<file path="config.mk">
export PLATFORM = sky130hd
export DESIGN_NAME = rmq_front
export DESIGN_NICKNAME = d
export VERILOG_FILES = /design/src/hw/rtl/rmq_pkg.sv /design/src/hw/rtl/rmq_front.sv
export SDC_FILE = /design/constraint.sdc
export NUM_CORES = 1
export LEC_CHECK = 0
export BUFFER_PORTS_ARGS = -buffer_cell sky130_fd_sc_hd__buf_2
export CELL_PAD_IN_SITES_DETAIL_PLACEMENT = 1
export CELL_PAD_IN_SITES_GLOBAL_PLACEMENT = 2
export CORE_MARGIN = 10
export CORE_UTILIZATION = 40
export CTS_BUF_LIST = sky130_fd_sc_hd__clkbuf_4 sky130_fd_sc_hd__clkbuf_8
export DETAILED_ROUTE_END_ITERATION = 10
export PLACE_DENSITY_LB_ADDON = 0.08
export SLEW_MARGIN = 30
export SYNTH_ARGS = -nofsm -noshare
export SYNTH_HDL_FRONTEND = slang
export SYNTH_SLANG_ARGS = --single-unit
</file>
<file path="constraint.sdc">
create_clock -name clk -period 5.9 [get_ports clk]
set_input_delay 0.59 -clock clk [delete_from_list [all_inputs] [get_ports clk]]
set_output_delay 0.59 -clock clk [all_outputs]
set_load 0.03 [all_outputs]
</file>
<file path="src/hw/rtl/rmq_pkg.sv">
// ----------------------------------------------------------------------------
// rmq_pkg
// Shared types and constants of the range maximum query engine.
// ----------------------------------------------------------------------------
package rmq_pkg;

    localparam int MAX_ELEMENTS_DEF = 4096;
    localparam int WORD_SIZE_DEF    = 64;
    localparam int BLOCK_LEVELS_DEF = 6;

    localparam int VALUE_W = 64;
    localparam int LEFT_W  = 12;
    localparam int RIGHT_W = 13;

    typedef enum logic {
        FUNC_LOAD  = 1'b0,
        FUNC_QUERY = 1'b1
    } func_t;

    typedef struct packed {
        func_t                      func;
        logic signed [VALUE_W-1:0]  element_value;
        logic                       last_element;
        logic [LEFT_W-1:0]          range_left;
        logic [RIGHT_W-1:0]         range_right;
        logic                       bad_order;
    } item_t;

endpackage

</file>
<file path="src/hw/rtl/rmq_front.sv">
// ----------------------------------------------------------------------------
// rmq_front
// Input side: takes items, tags ill-ordered ranges and queues them for the
// back end in a two-entry queue.
// ----------------------------------------------------------------------------
module rmq_front (
    input  logic                               clk,
    input  logic                               rst_n,
    input  logic                               push,
    output logic                               full,
    input  rmq_pkg::func_t                     func,
    input  logic signed [rmq_pkg::VALUE_W-1:0] element_value,
    input  logic                               last_element,
    input  logic [rmq_pkg::LEFT_W-1:0]         range_left,
    input  logic [rmq_pkg::RIGHT_W-1:0]        range_right,
    output logic                               head_valid,
    output rmq_pkg::item_t                     head_item,
    input  logic                               take
);

    localparam int QDEPTH = 2;
    localparam int QAW    = $clog2(QDEPTH);

    rmq_pkg::item_t       ent_reg [QDEPTH];
    rmq_pkg::item_t       new_item;
    logic [QAW-1:0]       wptr_reg, wptr_next;
    logic [QAW-1:0]       rptr_reg, rptr_next;
    logic [QAW:0]         cnt_reg, cnt_next;
    logic                 wr, rd;

    assign full       = (cnt_reg == (QAW+1)'(QDEPTH));
    assign head_valid = (cnt_reg != '0);
    assign head_item  = ent_reg[rptr_reg];
    assign wr         = push && !full;
    assign rd         = take && head_valid;

    always_comb
    begin
        new_item.func          = func;
        new_item.element_value = element_value;
        new_item.last_element  = last_element;
        new_item.range_left    = range_left;
        new_item.range_right   = range_right;
        new_item.bad_order     = ({1'b0, range_left} >= range_right);
        wptr_next = wr ? wptr_reg + 1'b1 : wptr_reg;
        rptr_next = rd ? rptr_reg + 1'b1 : rptr_reg;
        cnt_next  = cnt_reg + (QAW+1)'(wr) - (QAW+1)'(rd);
    end

    always_ff @(posedge clk or negedge rst_n)
    begin
        if (!rst_n)
        begin
            wptr_reg <= '0;
            rptr_reg <= '0;
            cnt_reg  <= '0;
        end
        else
        begin
            wptr_reg <= wptr_next;
            rptr_reg <= rptr_next;
            cnt_reg  <= cnt_next;
        end
    end

    always_ff @(posedge clk)
    begin
        if (wr)
        begin
            ent_reg[wptr_reg] <= new_item;
        end
    end

endmodule

</file>
# == Yosys cells after proc, flatten, opt, wreduce, memory -nomap -nowiden ==
# Memory sizes are Yosys's and may differ from the RTL's.
# Index checks and enable logic that the tools add are counted.
# classes
n_addsub,4
order_cmp,1
n_eq_ne,1
muxes,2
reduce_logical,4
# op_table
operator,n
$ge 12x13->1,1
$add 1x1->1 const B,2
$add 2x1->2,1
$eq 2x2->1 const B,1
$logic_and 1x1->1,2
$mux 1,2
$reduce_bool 2->1,1
$sub 2x1->2,1
$logic_not 1->1,1
# totals
regBits,4
ramBits,184
input_bits,95
out_inout_bits,94
word_cells,16
memories,1
# mem_list
memory,words,word_bits,rd,rd_clocked_by_memory_dff,write_ports,line_no,text
ent_reg,2,92,1,0,1,rmq_front.sv:24,rmq_pkg::item_t ent_reg [QDEPTH];

# == Logic depth before layout (Yosys ltp) ==
# depth
depth_word,5
ltp_mapped,7
ltp_nobuf,7

# == Worst setup path after synthesis ==
# No wires, ideal clock.
# synth_path
kind,input -> register
start,input port push
end,"memory ent_reg[0][0] in the netlist's numbering, enable pin"
setup_time_ps,543
arrival_time_ps,4516
t_required_ps,5357
slack_ps,840
path_stages,2
path_buffers,0
path_cell_list,nand2_1 nor2_1
# synth_between
elab_chain_cells,3
# synth_lines
element,line_no,text
"start, declared",rmq_front.sv:9,"input logic push,"
$logic_and 1x1->1,rmq_front.sv:34,assign wr = push && !full;
$mux 1,rmq_front.sv:68,if (wr)
$mux 1 (not written as such),rmq_front.sv:70,ent_reg[wptr_reg] <= new_item;
"end, declared",rmq_front.sv:24,
# Every way passes these cells.

==> flow_metrics.py <==
metrics = {
    "power": {
        "p_int_uw": 2980,
        "cell_pwr_density_nw_per_um2": 520,
        "power.share.clock": 0.187,
        "seq_power_share": 0.411,
        "p_comb_frac": 0.403,
        "power_switching_share": 0.368,
        "netSwitchingPower_uw": 1730,
        "power.static_leakage_uw": 0.00367,
        "power.ir.vdd_worst_uv": 305,
    },
    "floorplan": {
        "die_x_um": 156,
        "die_area_um2": 24400,
        "num_rows": 49,
        "floorplan.initialDensity": 0.410,
        "chipHeight_um": 156,
        "boundary_pin_count": 189,
        "coreArea_um2": 18100,
    },
    "drt": {
        "drt_pass1_iterations": 4,
        "route.antenna.remaining_nets": 0,
        "detail_route.wl_per_cell_um": 20.3,
        "detail_route.iter0.violations": 102,
        "drcViolationCount": 0,
        "viasPerCell": 4.70,
        "drt_wl_total_um": 16100,
        "num_vias": 3729,
    },
    "clock_tree": {
        "cts_repair_resize_count": 0,
        "tritoncts_num_sinks": 188,
        "ctsHtreeMaxLevel": 4,
        "tritoncts_clock_tree": "built",
        "clk_transition_reported_paths_ps": 100,
        "clockRootBuffer": "sky130_fd_sc_hd__clkbuf_8",
        "cts_made_buffers": 17,
        "insertion_delay_to_the_later_sink_of_the_worst_skew_pair_ps": 450,
        "clock_path_buffers": 2,
    },
    "sta": {
        "layout_setup_ws_ps": 2950,
        "final.hold.worst_slack_ps": 316,
        "achievable-frequency_ghz": 0.339,
        "final_period_minus_worst_setup_slack_ps": 2950,
        "clock_skew_ps": 13.2,
        "timing.final.setup_violations": 0,
        "rsz0062_at_grt": "no",
        "period_share": 0.500,
        "setup-tns-final_ps": 0,
        "timing_hold_violations_final": 0,
        "slew_viol_final": 0,
        "timing.slew.headroom": 0.461,
        "worst-slew-pin-transition_ps": 806,
    },
    "global_route": {
        "maximum_number_of_pins_on_one_net_before_global_route_repair": 75,
        "wire_length_of_the_first_global_routing_pass_um": 23800,
        "track_usage": 0.131,
        "total_gr_overflow": 0,
        "grt_antenna_before_repair": 2,
        "number_of_global_route_vias_before_repair": 4193,
    },
    "yosys": {
        "avgSynthCellArea_um2": 21.4,
        "synth_edf_count": 184,
        "async_reset_ff_frac": 0.0213,
        "yosys_most_used_dff": "sky130_fd_sc_hd__edfxtp_1",
        "netlist-cell-type-count": 25,
        "synth-warning-count": 0,
        "netlist_instances": 347,
        "mappedNetlistArea_um2": 7420,
        "synth-seq-area-share": 0.758,
        "syn_nets": 456,
        "synth.ff_latch_count": 188,
    },
    "job": {
        "drv.max_cap_violation_count": 0,
    },
    "critical_path": {
        "r2r_slack_ps": 3500,
        "critPathKind": "flop to output pin",
        "critical_path.endpoint_type": "output pin",
        "critPathLaunchType": "flop",
        "timing.critical_path.fanout_max": 28,
        "timing.critical_path.arrival_ps": 2360,
        "worstPathRequired_ps": 5310,
    },
    "final_layout": {
        "fillerInstances": 1721,
        "largest_register_ffs": 184,
        "design.final.nets": 659,
        "area.growth.synth_to_final_pct": 22.1,
        "drive_above_1_share": 0.572,
    },
    "placed_design": {
        "port_buffers": 188,
        "hpwl_um": 11800,
        "dpl_worst_slack_ps": 3080,
        "gp_routability_congestion": 0.733,
    },
    "hold_path": {
        "holdCritPathClass": "input pin to flop",
    },
    "run_status": {
        "run_status": "completed",
    },
}
-- through the flow --
step | total power [uW] | utilization | cell area [um^2] | instances
4_1_cts | 4800 | 0.501 | 9060 | 792
3_5_place_dp | 3910 | 0.477 | 8630 | 759
5_1_grt | 4970 | 0.501 | 9060 | 792
3_3_place_gp | 3850 | 0.475 | 8590 | 757
6_report | 4710 | 0.501 | 9060 | 793
2_1_floorplan | 3420 | - | 7420 | 347
-- area by class of cell --
cell class / instances / area [um^2] / share of cell area
Multi-Input combinational cell: 134 / 1660 / 0.183
Inverter: 15 / 56.3 / 0.00621
Antenna cell: 1 / 2.50 / 0.000276
Clock inverter: 13 / 164 / 0.0181
Tap cell: 229 / 287 / 0.0316
Sequential cell: 188 / 5630 / 0.621
Clock buffer: 19 / 249 / 0.0275
Timing Repair Buffer: 194 / 1020 / 0.113
-- synth_stat cells (2+ instances only) --
library cell,count,share of area
sky130_fd_sc_hd__nor2_1,2,0.0010
sky130_fd_sc_hd__inv_1,15,0.0076
sky130_fd_sc_hd__xnor2_1,3,0.0035
sky130_fd_sc_hd__mux2_2,22,0.033
sky130_fd_sc_hd__o21ai_0,2,0.0013
sky130_fd_sc_hd__a21oi_1,5,0.0034
sky130_fd_sc_hd__dfrtp_1,4,0.013
sky130_fd_sc_hd__mux2_4,70,0.14
sky130_fd_sc_hd__buf_6,7,0.011
sky130_fd_sc_hd__buf_2,2,0.0013
sky130_fd_sc_hd__ha_1,14,0.024
sky130_fd_sc_hd__nand2_1,5,0.0025
sky130_fd_sc_hd__edfxtp_1,184,0.74
-- cells by family after synthesis --
kind of cell / after synthesis / share of synthesized area
buf+inv: 25 / 0.0206
xor+xnor: 4 / 0.00472
flops: 188 / 0.758
compound gates: 10 / 0.00792
mux: 92 / 0.175
simple gates: 14 / 0.0101
fa+ha+maj: 14 / 0.0236
-- metal layers --
layer | part of all wire | GRT usage | up-vias
met5 | 0.0011 | 0 | -
met4 | 0.013 | 0.0458 | 4
met3 | 0.075 | 0.0538 | 22
met2 | 0.51 | 0.221 | 118
met1 | 0.40 | 0.146 | 1832
li1 | - | - | 1753
-- power by group through the flow --
stage | Clock (uW) | Sequential [uW] | Combinational (uW)
floorplan | 0 | 1940 | 1480
global placement | 0 | 2050 | 1810
detailed placement | 0 | 1980 | 1940
CTS | 912 | 1940 | 1940
global route | 976 | 1960 | 2030
finish | 881 | 1940 | 1900
-- critical path, stage by stage (launching register included) --
cell and delay, ps:
sky130_fd_sc_hd__dfrtp_4 630, sky130_fd_sc_hd__buf_12 250, sky130_fd_sc_hd__buf_4 460, sky130_fd_sc_hd__mux2_4 350
sky130_fd_sc_hd__buf_2 180
-- final timing paths --
check / from / end / depth (start not counted)
setup reg to reg: cnt_reg[1] / ent_reg[0][56] / 4
max in group asynchronous: rst_n / rptr_reg / 2
hold reg to reg: cnt_reg[1] / cnt_reg[1] / 1
setup / recovery: rptr_reg / head_item[56] / 4
min in group asynchronous: rst_n / wptr_reg / 2
hold / removal: element_value[5] / ent_reg[1][32] / 1
-- cell usage in the layout (no fill, tap or decap), drive strengths merged, types with 3 or more instances in the layout --
| cell type | n |
|---|---|
| a21oi | 5 |
| buf | 193 |
| bufinv | 3 |
| clkbuf | 19 |
| clkinv | 4 |
| dfrtp | 4 |
| edfxtp | 184 |
| ha | 14 |
| inv | 19 |
| mux2 | 92 |
| nand2 | 5 |
| xnor2 | 3 |
-- timing repair --
action	CTS	global route
hold buffers	1	0
buffers inserted	0	0
hold endpoints to repair	4	0
(Power assumes the default switching activity.)
